### src/rtl/cfr_pkg.sv
package cfr_pkg;

  // configuration register indexes
  localparam logic REG_RAYS_COUNT = 1'b0;
  localparam logic REG_CONE_ANGLE = 1'b1;

  // quadrant codes from the top two phase bits
  localparam logic [1:0] QUAD_0 = 2'd0;
  localparam logic [1:0] QUAD_1 = 2'd1;
  localparam logic [1:0] QUAD_2 = 2'd2;

  localparam int CORDIC_STEPS = 24;
  localparam int DIV_BITS     = 32;
  localparam int SQRT_BITS    = 31;

  localparam logic signed [33:0] ONE_Q30    = 34'sd1073741824;
  localparam logic signed [33:0] CORDIC_K   = 34'sd652032874;
  localparam logic [32:0]        RAD_SCALE  = 33'd6746518852;
  localparam logic [36:0]        HALF_SCALE = 37'd667544;
  localparam logic [41:0]        GOLD_SCALE = 42'd2654435769;

  // one rotation lane of the cordic
  typedef struct packed {
    logic [15:0]        ph;
    logic [1:0]         quad;
    logic signed [33:0] x;
    logic signed [33:0] y;
    logic signed [32:0] ang;
  } lane_t;

  // everything one request carries down the row of cells
  typedef struct packed {
    logic               vld;
    logic               oor;
    logic               one;
    logic [9:0]         idx;
    logic [10:0]        den;
    lane_t              ha;
    lane_t              az;
    logic signed [33:0] zmin;
    logic signed [33:0] cs;
    logic signed [33:0] sn;
    logic [42:0]        num;
    logic [10:0]        rem;
    logic [31:0]        quo;
    logic signed [31:0] z;
    logic [60:0]        rad;
    logic [61:0]        root;
    logic signed [63:0] px;
    logic signed [63:0] py;
  } item_t;

  function automatic logic signed [32:0] cordic_step(input int k);
    logic signed [32:0] v;
    case (k)
      0: v = 33'sd843314857;
      1: v = 33'sd497837829;
      2: v = 33'sd263043837;
      3: v = 33'sd133525158;
      4: v = 33'sd67021687;
      5: v = 33'sd33543516;
      6: v = 33'sd16775850;
      7: v = 33'sd8388437;
      8: v = 33'sd4194283;
      9: v = 33'sd2097149;
      default: v = 33'sd1 << (30 - k);
    endcase
    return v;
  endfunction

endpackage

### src/rtl/cfr_sqrt_cell.sv
module cfr_sqrt_cell #(
  parameter int M = 0
) (
  input  logic           clk,
  input  logic           rst_n,
  input  logic           en,
  input  cfr_pkg::item_t a_in,
  output cfr_pkg::item_t a_out
);

  localparam logic [61:0] BIT = 62'(1) << (2 * M);

  cfr_pkg::item_t item_r;
  cfr_pkg::item_t item_nxt;
  logic [61:0]    trial;

  // one result bit of the digit-by-digit root
  always_comb begin
    item_nxt = a_in;
    trial    = a_in.root + BIT;
    if ({1'b0, a_in.rad} >= trial) begin
      item_nxt.rad  = 61'({1'b0, a_in.rad} - trial);
      item_nxt.root = (a_in.root >> 1) + BIT;
    end else begin
      item_nxt.root = a_in.root >> 1;
    end
  end

  always_ff @(posedge clk) begin
    if (!rst_n) begin
      item_r.vld <= 1'b0;
    end else if (en) begin
      item_r <= item_nxt;
    end
  end

  assign a_out = item_r;

endmodule

### config.mk
export PLATFORM = sky130hd
export DESIGN_NAME = cfr_sqrt_cell
export DESIGN_NICKNAME = d
export VERILOG_FILES = /design/src/rtl/cfr_pkg.sv /design/src/rtl/cfr_sqrt_cell.sv
export SDC_FILE = /design/constraint.sdc
export NUM_CORES = 1
export LEC_CHECK = 0
export BUFFER_PORTS_ARGS = -buffer_cell sky130_fd_sc_hd__buf_2
export CAP_MARGIN = 25
export CORE_AREA = 2 2 568 570
export CTS_CLUSTER_DIAMETER = 30
export DETAILED_ROUTE_END_ITERATION = 8
export DIE_AREA = 0 0 570 572
export MAX_ROUTING_LAYER = met4
export PLACE_DENSITY_LB_ADDON = 0.05
export SLEW_MARGIN = 20
export SYNTH_ARGS = -nofsm -noshare
export SYNTH_HDL_FRONTEND = slang
export SYNTH_SLANG_ARGS = --single-unit
### constraint.sdc
create_clock -name clk -period 30.5 [get_ports clk]
set_input_delay 1.525 -clock clk [delete_from_list [all_inputs] [get_ports clk]]
set_output_delay 1.525 -clock clk [all_outputs]
set_load 0.01 [all_outputs]
==> impl_metrics.ini <==
[final_layout]
final_cell_mix = buf_2, edfxtp_1, clkbuf_16
final_nets = 4366
layout_commonest_cell = buf_2
largest_register_ff_count = 733
syn_to_final_growth_pct = 78.4
fillers = 35615
drive_gt1_share_pct = 50.4

[place]
gp_congestion = 0.765
io_buffers = 1468
dpl.hpwl_um = 200000

[timing]
min_period_ns = 7.88
relSlewSlack_pct = 30.6
fin_tns_setup_ns = 0
finalSetupViolCount = 0
worst_pin_slew_ns = 1.04
final-hold-violation-count = 0
slew_viol_final = 0
finalCritPeriodShare_pct = 25.8
finalClockSkew_ns = 0
max_freq_mhz = 127
rsz0062_at_grt = false
holdWs_ns = 0.511

[power_and_ir_drop]
ir_worst_vdd_uv = 42.5
leakagePower_uw = 0.0201
powerDensity_nw_per_um2 = 87.4
p_total_uw = 4470

[detailed_routing]
routed_wl_um = 239000
vias = 24598
dr.pass1.iters = 5
drt_iter0_markers = 1298
routedWlPerCell_um = 29.7
drc = 0
viasPerCell = 3.05
ant_nets = 0

[clocking]
cts_resized = 0
clk_latency_ns = 0.86
htree_levels = 5
clk_pin_slew_ns = 0.04
cts-root-buf = clkbuf_16
tritoncts = yes
holdBufCountCts = 0
cts_buffers = 326
cts_setup_buffers = 0
cts.sinks = 733
clk_path_buf_depth = 4

[floorplanning]
rows = 208
ios = 1469
die_w_um = 570
dieArea_um2 = 326000
die_h_um = 572
start_util_pct = 8.96
fp.coreArea_um2 = 320000

[global_route]
grt.total_usage_pct = 14.4
antenna_found_initial = 206
grt_max_degree = 69
grt_pass1_vias = 26070
grt_pass1_wl_um = 293000
gr-total-overflow = 0

[yosys]
yosysWarnings = 0
syn_nets = 2596
avgSynthCellArea_um2 = 16.0
async_flop_share_pct = 0
ys_ff_latch = 733
syn_inst = 1796
yosys.cell_types.count = 68
synth_seq_area_share_pct = 76.7
syn_area_um2 = 28700
ys.flop_type = edfxtp_1
synth_edf_count = 732

[setup_path]
startpoint_type = input pin
cp.arrival_ns = 8.46
crit_type = input pin to flip-flop
cp-startpoint = a_in[132]
crit_fanout = 66
required_ns = 31.08
endpoint_kind = flip-flop
worstReg2RegStart = a_out[732]

[min_path]
hp-start = a_out[732]
min_path_type = flip-flop to flip-flop

[run]
maxCapViolations = 0

[status]
status = finished clean
## Yosys cell counts, types with 6 or more instances
library cell	n	area (um2)
a31oi_1	8	50.1
or3_1	6	37.5
nand3_1	37	185
nor4_1	12	75.1
inv_1	28	105
o31ai_1	11	82.6
and3_1	23	144
xnor2_1	78	683
nand2_1	170	638
clkbuf_1	29	109
a21oi_1	82	410
o21bai_1	12	90.1
o21a_1	8	60.1
nor2_1	80	300
nand4_1	42	263
ha_1	63	788
or2_2	9	56.3
and4_1	8	70.1
o21ai_1	12	60.1
xor2_1	92	806
buf_2	22	110
edfxtp_1	732	22000
nor3_1	49	245
a21o_1	35	263
o21ai_0	73	365
## critical path: stages
cell      delay [ns]
buf_2           0.16
nand4_1         0.43
nor2_1          0.44
nand3_1         0.49
nor2_1          0.35
nand3_1         0.42
nor3_1          0.83
nand3_1         0.18
xor2_1          0.18
ha_1            0.39
a21oi_1         0.23
o21ai_0         0.17
or3b_1          0.39
or3_1           0.41
nand4_1         0.27
a21o_4          0.45
buf_4           0.66
a221oi_1        0.13
a32o_1          0.30
## through the flow
stage / utilization [%] / setup WS [ns] / instances / area (um2)
after detailed placement: 12.9 / 21.64 / 7438 / 41300
final: 16.0 / 22.62 / 8065 / 51100
after global placement: 12.9 / 21.32 / 7436 / 41200
after CTS: 15.9 / 22.58 / 7985 / 50900
after global routing: 16.0 / 22.18 / 8058 / 51100
after floorplan: - / 11.39 / 1796 / 28700
## power breakdown
part	leakage (uW)	total, uW	internal (uW)	switching, uW
combinational	0.00857	386	122	264
clock	0.00465	2870	1980	889
sequential	0.00687	1220	1200	22.6
## cells by family after synthesis
group | after synthesis | synth area share (%)
simple gates | 463 | 7.84
compound gates | 280 | 6.10
mux | 1 | 0.0349
xor+xnor | 170 | 5.19
fa+ha+maj | 64 | 2.82
flops | 733 | 76.7
buf+inv | 85 | 1.28
## per-layer routing
layer	wire length (um)	global-route usage, %	vias to the layer above
met4	8940	4.81	0
li1	-	-	10672
met5	0	-	-
met2	124000	25.7	1447
met1	86400	14.5	12042
met3	20200	5.21	437
## final cells by class
cell class / instances / area, um2 / share of cell area (%)
Antenna cell: 80 / 200 / 0.391
Clock buffer: 436 / 8700 / 17.0
Clock inverter: 111 / 961 / 1.88
Inverter: 28 / 105 / 0.206
Multi-Input combinational cell: 978 / 6340 / 12.4
Sequential cell: 733 / 22000 / 43.0
Tap cell: 4200 / 5260 / 10.3
Timing Repair Buffer: 1499 / 7580 / 14.8
## final timing paths
kind	cells after the start	slack (ns)	end
hold reg to reg	2	0.51	a_out[732]
hold / removal	2	0.51	a_out[732]
setup / recovery	19	22.62	a_out[249]
setup reg to reg	2	29.92	a_out[732]
Note: power is estimated with default switching activity, not from simulation.
