**config.mk**
```make
export PLATFORM = sky130hd
export DESIGN_NAME = cfr_div_cell
export DESIGN_NICKNAME = d
export VERILOG_FILES = /design/src/rtl/cfr_pkg.sv /design/src/rtl/cfr_div_cell.sv
export SDC_FILE = /design/constraint.sdc
export NUM_CORES = 1
export LEC_CHECK = 0
export BUFFER_PORTS_ARGS = -buffer_cell sky130_fd_sc_hd__buf_2
export CAP_MARGIN = 20
export CORE_AREA = 2 2 571 573
export DETAILED_ROUTE_END_ITERATION = 10
export DIE_AREA = 0 0 573 575
export PLACE_DENSITY_LB_ADDON = 0.15
export SKIP_CTS_REPAIR_TIMING = 1
export SLEW_MARGIN = 20
export SYNTH_ARGS = -nofsm -noshare
export SYNTH_HDL_FRONTEND = slang
export SYNTH_SLANG_ARGS = --single-unit
```
**constraint.sdc**
```tcl
create_clock -name clk -period 31.1 [get_ports clk]
set_clock_uncertainty 0.05 [all_clocks]
set_input_delay 6.22 -clock clk [delete_from_list [all_inputs] [get_ports clk]]
set_output_delay 6.22 -clock clk [all_outputs]
set_load 0.1 [all_outputs]
```
**src/rtl/cfr_pkg.sv**
```systemverilog
package cfr_pkg;

  // configuration register indexes
  localparam logic REG_RAYS_COUNT = 1'b0;
  localparam logic REG_CONE_ANGLE = 1'b1;

  // quadrant codes from the top two phase bits
  localparam logic [1:0] QUAD_0 = 2'd0;
  localparam logic [1:0] QUAD_1 = 2'd1;
  localparam logic [1:0] QUAD_2 = 2'd2;

  localparam int CORDIC_STEPS = 24;
  localparam int DIV_BITS     = 32;
  localparam int SQRT_BITS    = 31;

  localparam logic signed [33:0] ONE_Q30    = 34'sd1073741824;
  localparam logic signed [33:0] CORDIC_K   = 34'sd652032874;
  localparam logic [32:0]        RAD_SCALE  = 33'd6746518852;
  localparam logic [36:0]        HALF_SCALE = 37'd667544;
  localparam logic [41:0]        GOLD_SCALE = 42'd2654435769;

  // one rotation lane of the cordic
  typedef struct packed {
    logic [15:0]        ph;
    logic [1:0]         quad;
    logic signed [33:0] x;
    logic signed [33:0] y;
    logic signed [32:0] ang;
  } lane_t;

  // everything one request carries down the row of cells
  typedef struct packed {
    logic               vld;
    logic               oor;
    logic               one;
    logic [9:0]         idx;
    logic [10:0]        den;
    lane_t              ha;
    lane_t              az;
    logic signed [33:0] zmin;
    logic signed [33:0] cs;
    logic signed [33:0] sn;
    logic [42:0]        num;
    logic [10:0]        rem;
    logic [31:0]        quo;
    logic signed [31:0] z;
    logic [60:0]        rad;
    logic [61:0]        root;
    logic signed [63:0] px;
    logic signed [63:0] py;
  } item_t;

  function automatic logic signed [32:0] cordic_step(input int k);
    logic signed [32:0] v;
    case (k)
      0: v = 33'sd843314857;
      1: v = 33'sd497837829;
      2: v = 33'sd263043837;
      3: v = 33'sd133525158;
      4: v = 33'sd67021687;
      5: v = 33'sd33543516;
      6: v = 33'sd16775850;
      7: v = 33'sd8388437;
      8: v = 33'sd4194283;
      9: v = 33'sd2097149;
      default: v = 33'sd1 << (30 - k);
    endcase
    return v;
  endfunction

endpackage

```
**src/rtl/cfr_div_cell.sv**
```systemverilog
module cfr_div_cell #(
  parameter int J = 0
) (
  input  logic           clk,
  input  logic           rst_n,
  input  logic           en,
  input  cfr_pkg::item_t a_in,
  output cfr_pkg::item_t a_out
);

  localparam int B = cfr_pkg::DIV_BITS - 1 - J;

  cfr_pkg::item_t item_r;
  cfr_pkg::item_t item_nxt;
  logic [11:0]    trial;

  // one restoring step, quotient bit B
  always_comb begin
    item_nxt = a_in;
    trial    = {a_in.rem, a_in.num[B]};
    if (trial >= {1'b0, a_in.den}) begin
      item_nxt.rem    = 11'(trial - {1'b0, a_in.den});
      item_nxt.quo[B] = 1'b1;
    end else begin
      item_nxt.rem    = trial[10:0];
      item_nxt.quo[B] = 1'b0;
    end
  end

  always_ff @(posedge clk) begin
    if (!rst_n) begin
      item_r.vld <= 1'b0;
    end else if (en) begin
      item_r <= item_nxt;
    end
  end

  assign a_out = item_r;

endmodule

```
==> metrics <==
status=completed; minimum clock period=10.31 ns; Final Worst Setup Slack=20.79 ns; die width=573 microns; Hold Path Origin=a_out[732]$_SDFFE_PN0P_; Slew headroom=0.293; Seq/Total Area, Yosys=0.966; fin crit share=0.332; initial core utilization=0.0705; CTS tree=done; setup TNS=0 ns; Yosys warnings=0; RR Startpoint=a_out[732]$_SDFFE_PN0P_; CTS sink count=733; r2r setup slk=30.43 ns; clk root buf=clkbuf_16; layout cells sized above 1=0.656; max-cap violations=0; endpoint type of the worst setup path=flop; final wirelength=198 mm; worst skew pair latency=0.82 ns; hold path depth=2; ys async rst share=0; arrival time worst endpoint=10.72 ns; Yosys reg bits=733; Max Clk Rate=0.0970 GHz; Leakage=14.8 nW; Power, Total=3.16 mW; DRT Pass-1 Iters=5; initial antenna violation count=264; die area=329000 sq um; fill count=36.6k; Netlist cell types=38; Register-to-Register Path Depth=2; Remaining DRCs=0; CP required=31.51 ns; CP Class=in -> reg; Pwr Density=80.5 nW/um^2; Final ANT Viol Nets=0; Top Ports=1469; Syn Inst Count=846; first-pass GRT wire length=236 mm; Congestion Overflow GR=0; mapped cell area=22800 sq um; Post-Syn Area per Cell=26.9 sq um; row cnt=209; vias in the first global route=17.0k; RR Endpoint=a_out[732]$_SDFFE_PN0P_; Synthesized Nets=1594; final instance area=39200 sq um; dpl hpwl=173 mm; terminating pin of the worst hold path=a_out[732]$_SDFFE_PN0P_; Max Root-Sink Buffers=4; RSZ-0062 raised after global routing=no; final hold viol count=0; clock buffer count from CTS=105; RePlAce Congestion=0.879; Final Setup Violations=0; DP Area=35600 sq um; total track usage=0.116; worst hold path class=reg -> reg; EDFF count, synth=732; VDD IR max=42.9 uV; core area=323000 sq um; final-report max-slew violation count=0; IO buf count=1467; CP startpoint kind=input pin; largest net degree at the start of global routing=75; Area Growth Syn to Fin=72.3%; Most used DFF post-synth=edfxtp_1; Worst-path clk slew=0.06 ns; max reg flops=733; drt wl/cell=28.8 microns; Slew @ Worst Pin=1.06 ns; H-tree levels=3; chip height=575 microns; peak fanout along the critical path=70; fin nets=3180; drt first-iter violations=975; detailed-route via count=16.6k; pre-CTS setup slack=19.77 ns; Via density=2.42
worst max-delay path, cell delays in order:
cell    delay [ns]
buf_2         0.10
and2_4        0.64
buf_4         0.76
buf_4         0.62
buf_4         0.63
buf_4         0.63
buf_4         0.80
power by group:
part           leakage [nW]  total [mW]  internal (mW)  switching (mW)
Clock                  1.71        1.28          0.761           0.522
Combinational          6.23       0.692         0.0806           0.611
Sequential             6.88        1.19           1.16          0.0218
cell usage after synthesis (all sizes together) (2+ instances only):
cell	n	area, sq um
nand4	3	18.8
a21oi	7	38.8
o31ai	2	15.0
xor2	4	35.0
ha	11	138
nand2b	3	18.8
inv	16	60.1
nor2	5	18.8
nor2b	3	18.8
nand2	19	71.3
xnor2	2	17.5
buf	2	22.5
a21o	2	15.0
o21ai	13	95.1
edfxtp	732	22000
and3	2	12.5
o211ai	2	15.0
worst max-delay path by stage:
stage / from / end / slack (ns)
after floorplan: en / a_out[0]$_DFFE_PP_ / 7.24
after global placement: en / a_out[131]$_DFFE_PP_ / 19.78
after detailed placement: en / a_out[47]$_DFFE_PP_ / 19.77
after CTS: en / a_out[557]$_DFFE_PP_ / 20.73
after global routing: en / a_out[557]$_DFFE_PP_ / 20.37
final: en / a_out[181]$_DFFE_PP_ / 20.79
cell type report:
cell class / instances / area (sq um) / area share
diodes: 36 / 90.1 / 0.00230
well taps: 4325 / 5410 / 0.138
inverters: 16 / 60.1 / 0.00153
repair buffers: 1481 / 7450 / 0.190
multi-input cells: 95 / 709 / 0.0181
clock buffers: 122 / 2690 / 0.0686
clock inverters: 69 / 837 / 0.0213
flip-flops and latches: 733 / 22000 / 0.561
metal layers:
layer	vias up	GRT usage	wire length (microns)
met5	-	0	722
met3	471	0.0889	34500
li1	6676	-	-
met1	7864	0.123	70800
met2	1490	0.181	86400
met4	108	0.0262	5530
through the flow:
stage                util  hold WS, ns  cells
CTS                 0.121        0.507   6841
global placement    0.110        0.480   6650
floorplan               -        0.931    846
finish              0.121        0.511   6877
detailed placement  0.110        0.493   6650
global route        0.121        0.539   6851
layout by cell type (no fill, tap or decap), drive strengths merged, types with 2 or more instances in the layout:
master    count
a21o          2
a21oi         7
and3          2
buf        1481
bufinv       17
clkbuf      122
clkinv       38
clkinvlp      7
diode        36
edfxtp      732
ha           11
inv          23
nand2        19
nand2b        3
nand4         3
nor2          5
nor2b         3
o211ai        2
o21ai        13
o31ai         2
xnor2         2
xor2          4
logic make-up (layout without fill, tap and decap cells):
| kind of cell | count (synthesis) | in the layout | synth area share |
|---|---|---|---|
| buf+inv | 18 | 1688 | 0.00363 |
| mux | 1 | 1 | 0.000439 |
| other cells | 0 | 36 | 0 |
| fa+ha+maj | 12 | 12 | 0.00692 |
| simple gates | 41 | 41 | 0.00879 |
| flops | 733 | 733 | 0.966 |
| compound gates | 35 | 35 | 0.0120 |
| xor+xnor | 6 | 6 | 0.00231 |
Power figures use the tool's default switching activity.
