[src/rtl/cfr_pkg.sv]
package cfr_pkg;

  // configuration register indexes
  localparam logic REG_RAYS_COUNT = 1'b0;
  localparam logic REG_CONE_ANGLE = 1'b1;

  // quadrant codes from the top two phase bits
  localparam logic [1:0] QUAD_0 = 2'd0;
  localparam logic [1:0] QUAD_1 = 2'd1;
  localparam logic [1:0] QUAD_2 = 2'd2;

  localparam int CORDIC_STEPS = 24;
  localparam int DIV_BITS     = 32;
  localparam int SQRT_BITS    = 31;

  localparam logic signed [33:0] ONE_Q30    = 34'sd1073741824;
  localparam logic signed [33:0] CORDIC_K   = 34'sd652032874;
  localparam logic [32:0]        RAD_SCALE  = 33'd6746518852;
  localparam logic [36:0]        HALF_SCALE = 37'd667544;
  localparam logic [41:0]        GOLD_SCALE = 42'd2654435769;

  // one rotation lane of the cordic
  typedef struct packed {
    logic [15:0]        ph;
    logic [1:0]         quad;
    logic signed [33:0] x;
    logic signed [33:0] y;
    logic signed [32:0] ang;
  } lane_t;

  // everything one request carries down the row of cells
  typedef struct packed {
    logic               vld;
    logic               oor;
    logic               one;
    logic [9:0]         idx;
    logic [10:0]        den;
    lane_t              ha;
    lane_t              az;
    logic signed [33:0] zmin;
    logic signed [33:0] cs;
    logic signed [33:0] sn;
    logic [42:0]        num;
    logic [10:0]        rem;
    logic [31:0]        quo;
    logic signed [31:0] z;
    logic [60:0]        rad;
    logic [61:0]        root;
    logic signed [63:0] px;
    logic signed [63:0] py;
  } item_t;

  function automatic logic signed [32:0] cordic_step(input int k);
    logic signed [32:0] v;
    case (k)
      0: v = 33'sd843314857;
      1: v = 33'sd497837829;
      2: v = 33'sd263043837;
      3: v = 33'sd133525158;
      4: v = 33'sd67021687;
      5: v = 33'sd33543516;
      6: v = 33'sd16775850;
      7: v = 33'sd8388437;
      8: v = 33'sd4194283;
      9: v = 33'sd2097149;
      default: v = 33'sd1 << (30 - k);
    endcase
    return v;
  endfunction

endpackage

[src/rtl/cfr_cordic_cell.sv]
module cfr_cordic_cell #(
  parameter int K = 0
) (
  input  logic           clk,
  input  logic           rst_n,
  input  logic           en,
  input  cfr_pkg::item_t a_in,
  output cfr_pkg::item_t a_out
);

  localparam logic signed [32:0] STEP = cfr_pkg::cordic_step(K);

  cfr_pkg::item_t item_r;
  cfr_pkg::item_t item_nxt;

  function automatic cfr_pkg::lane_t rot(input cfr_pkg::lane_t a);
    cfr_pkg::lane_t     b;
    logic signed [33:0] dx;
    logic signed [33:0] dy;
    b  = a;
    dx = $signed(a.y) >>> K;
    dy = $signed(a.x) >>> K;
    if (!a.ang[32]) begin
      b.x   = a.x - dx;
      b.y   = a.y + dy;
      b.ang = a.ang - STEP;
    end else begin
      b.x   = a.x + dx;
      b.y   = a.y - dy;
      b.ang = a.ang + STEP;
    end
    return b;
  endfunction

  always_comb begin
    item_nxt    = a_in;
    item_nxt.ha = rot(a_in.ha);
    item_nxt.az = rot(a_in.az);
  end

  always_ff @(posedge clk) begin
    if (!rst_n) begin
      item_r.vld <= 1'b0;
    end else if (en) begin
      item_r <= item_nxt;
    end
  end

  assign a_out = item_r;

endmodule

[config.mk]
export PLATFORM = sky130hd
export DESIGN_NAME = cfr_cordic_cell
export DESIGN_NICKNAME = d
export VERILOG_FILES = /design/src/rtl/cfr_pkg.sv /design/src/rtl/cfr_cordic_cell.sv
export SDC_FILE = /design/constraint.sdc
export NUM_CORES = 1
export LEC_CHECK = 0
export CORE_AREA = 8 8 570 572
export CTS_CLUSTER_DIAMETER = 40
export CTS_CLUSTER_SIZE = 16
export DETAILED_ROUTE_END_ITERATION = 6
export DIE_AREA = 0 0 578 580
export DONT_BUFFER_PORTS = 1
export PLACE_DENSITY = 0.33
export SETUP_SLACK_MARGIN = 0.15
export SYNTH_ARGS = -nofsm -noshare
export SYNTH_HDL_FRONTEND = slang
export SYNTH_SLANG_ARGS = --single-unit
[constraint.sdc]
create_clock -name clk -period 24.6 [get_ports clk]
set_clock_uncertainty 0.15 [all_clocks]
set_input_delay 4.92 -clock clk [delete_from_list [all_inputs] [get_ports clk]]
set_output_delay 4.92 -clock clk [all_outputs]
set_load 0.005 [all_outputs]
==> metrics.yaml <==
floorplanning:
  initial_utilization_pct: 11.52
  placementRows: 207
  die_height_um: 580
  die-width_um: 578
  io-pin-count: 1469
  die_area_um2: 335200
  std_cell_core_area_um2: 316200
timing:
  fmaxAchievable_ghz: 0.1249
  final.period_utilization_pct: 32.55
  rsz0062_at_grt: "no"
  finalWorstSetupSlack_ps: 16590
  layout_min_cycle_time_ps: 8007
  report.final.hold_viol_count: 0
  worst-slew-pin-transition_ps: 1204
  timing.final.max_slew_violations: 0
  tns_ps: 0
  setup_viol_count_final: 0
  maxSlewHeadroom_pct: 19.70
route:
  dr_total_vias: 26110
  route.detailed.drc: 0
  dr.pass1.iters: 5
  detail_route.wirelength_um: 230500
  detailedRoute.firstIterationViolations: 2223
  route.antenna.remaining_nets: 0
  drt-vias-per-instance: 3.548
  post_drt_wl_per_cell_um: 31.32
logic_synthesis:
  synth.yosys.warnings: 0
  synth_nets: 3924
  synth-compound-area-share_pct: 14.39
  synthAdderAreaFrac_pct: 9.366
  synth_ff_type: "edfxtp_1"
  dominant_combinational_cell_family_by_area_after_synthesis: "compound AO/OA/AOI/OAI gates"
  flops_latches_synth: 731
  synth_xor_area_share_pct: 4.350
  synth_simple_gate_area_share_pct: 7.457
  share_of_synthesized_registers_carrying_an_async_set_or_reset_pct: 0
  ys_types: 95
  post_synthesis_cells: 2920
  syn_area_per_cell_um2: 12.48
  ys_seq_area_share_pct: 60.20
  netlist_area_um2: 36440
  synth_edf_count: 730
  fraction_of_synthesized_area_in_multiplexers_pct: 0.6077
worst_hold_path:
  min_from: "a_out[732]"
  worst_hold_path_type: "reg2reg"
  hold-path-cell-count: 2
  min_delay_worst_endpoint: "a_out[732]"
finish:
  synthToLayoutAreaGrowth_pct: 28.64
  post_route_cells_drive_above_1_share_pct: 10.21
  fin_util_pct: 14.83
  largest_register_ffs: 731
  final_layout_net_count: 4011
clock_tree:
  clock_root_buffer: "clkbuf_16"
  cts_buffers: 160
  cts_setup_buffers: 0
  postCtsHoldBufs: 0
  cts-htree-levels: 4
  clock_tree_from_tritoncts: "done"
  insertion_delay_ps: 770
  path_clk_slew_ps: 50
  clk_path_buf_depth: 4
  cts_num_sinks: 731
  post_cts.resized_instances: 0
run_status:
  outcome: "finished, final reports clean"
critical_path:
  critical_path.max_fanout: 65
  crit_path_end_kind: "flip-flop"
  r2r.worst_path.cells: 2
  rr_startpoint: "a_out[732]"
  critical_path_class: "in2reg"
  worst-endpoint-arrival_ps: 8310
  critical_path_required_ps: 24910
  rrSetupSlack_ps: 23840
  rr_endpoint: "a_out[732]"
  critical_path_start_type: "primary input"
grt:
  grt.total_usage_pct: 12.99
  grt_remaining_overflow: 0
  number_of_global_route_vias_before_repair: 25130
  maximum_number_of_pins_on_one_net_before_global_route_repair: 150
  grt_first_pass_wirelength_um: 288600
  antenna_found_initial: 174
power:
  leakagePower_nw: 16.33
  worst_ir_drop_vdd_mv: 0.04640
  power_density_nw_per_um2: 91.95
placement:
  finalWeightedCongestion: 0.8710
  detailedPlacementHpwl_um: 195400
  portBuffers: 0
  post-place-ws_ps: 15790
job:
  max-cap-violations: 0
-- report_power, final --
group          switching [mW]  internal [mW]  total, mW
Combinational           0.307          0.154      0.461
Clock                   0.805           1.38       2.19
Sequential              0.153           1.51       1.66
Total                    1.26           3.05       4.31
-- metal layers --
metal / up-vias / global-route usage, % / wire [µm]
met5: - / 0 / 798
met4: 122 / 3.413 / 6380
met3: 444 / 7.828 / 31470
met2: 1581 / 21.22 / 106100
met1: 12880 / 14.23 / 85670
li1: 11080 / - / -
-- worst max-delay path, cell delays in order --
cell and delay (ps):
and2_4 460, buf_4 630, buf_4 630, buf_4 690, buf_4 750
-- placed cells by master (no fill, tap or decap), types with 42 or more instances in the layout --
cell	n
a21o_1	79
a21oi_1	299
clkbuf_16	161
diode_2	44
edfxtp_1	730
ha_1	260
inv_1	222
nand2_1	119
nor2_1	188
nor3_1	42
o21ai_0	172
o21bai_1	43
xnor2_1	144
-- layout make-up --
cell class                      instances  area, µm²
Multi-Input combinational cell       1868      13190
Clock inverter                        116       1346
Tap cell                             4180       5230
Timing Repair Buffer                   15      125.1
Fill cell                           35110     269400
Antenna cell                           44      110.1
Inverter                              231      867.1
Clock buffer                          174       4078
Sequential cell                       731      21940
-- cell families after synthesis --
group	count (synthesis)
simple gates	564
buf+inv	321
compound gates	833
xor+xnor	181
flops	731
fa+ha+maj	268
mux	22
-- stage by stage --
step	total power [mW]	hold WS [ps]	std cells	area, µm²
2_1_floorplan	1.920	357.3	2920	36450
3_3_place_gp	2.162	388.0	7025	41350
3_5_place_dp	2.150	395.5	7025	41350
4_1_cts	4.386	402.3	7315	46770
5_1_grt	4.478	429.8	7336	46820
6_report	4.311	402.1	7359	46880
-- worst max path at each step --
stage                       to  slack [ps]   from  cells after the start
floorplan             a_out[0]        1990     en                      1
global placement    a_out[130]       15820  rst_n                      5
detailed placement  a_out[197]       15790  rst_n                      5
CTS                 a_out[130]       16710  rst_n                      5
global route        a_out[130]       16450  rst_n                      5
finish              a_out[130]       16590  rst_n                      5
-- synthesized netlist by cell type, types with 28 or more instances --
cell / number / area, µm²
xnor2_1: 144 / 1261
nor3_1: 42 / 210.2
a21oi_1: 299 / 1496
o21ai_0: 172 / 860.8
edfxtp_1: 730 / 21920
nor2_1: 188 / 705.7
nand3_1: 39 / 195.2
clkbuf_1: 53 / 198.9
xor2_1: 37 / 324.1
nand4_1: 28 / 175.2
o21bai_1: 43 / 322.8
nor2b_1: 29 / 181.4
inv_1: 222 / 833.3
nand2_1: 119 / 446.7
nand2b_1: 29 / 181.4
a21o_1: 79 / 593.1
ha_1: 260 / 3253
(Power assumes the default switching activity.)
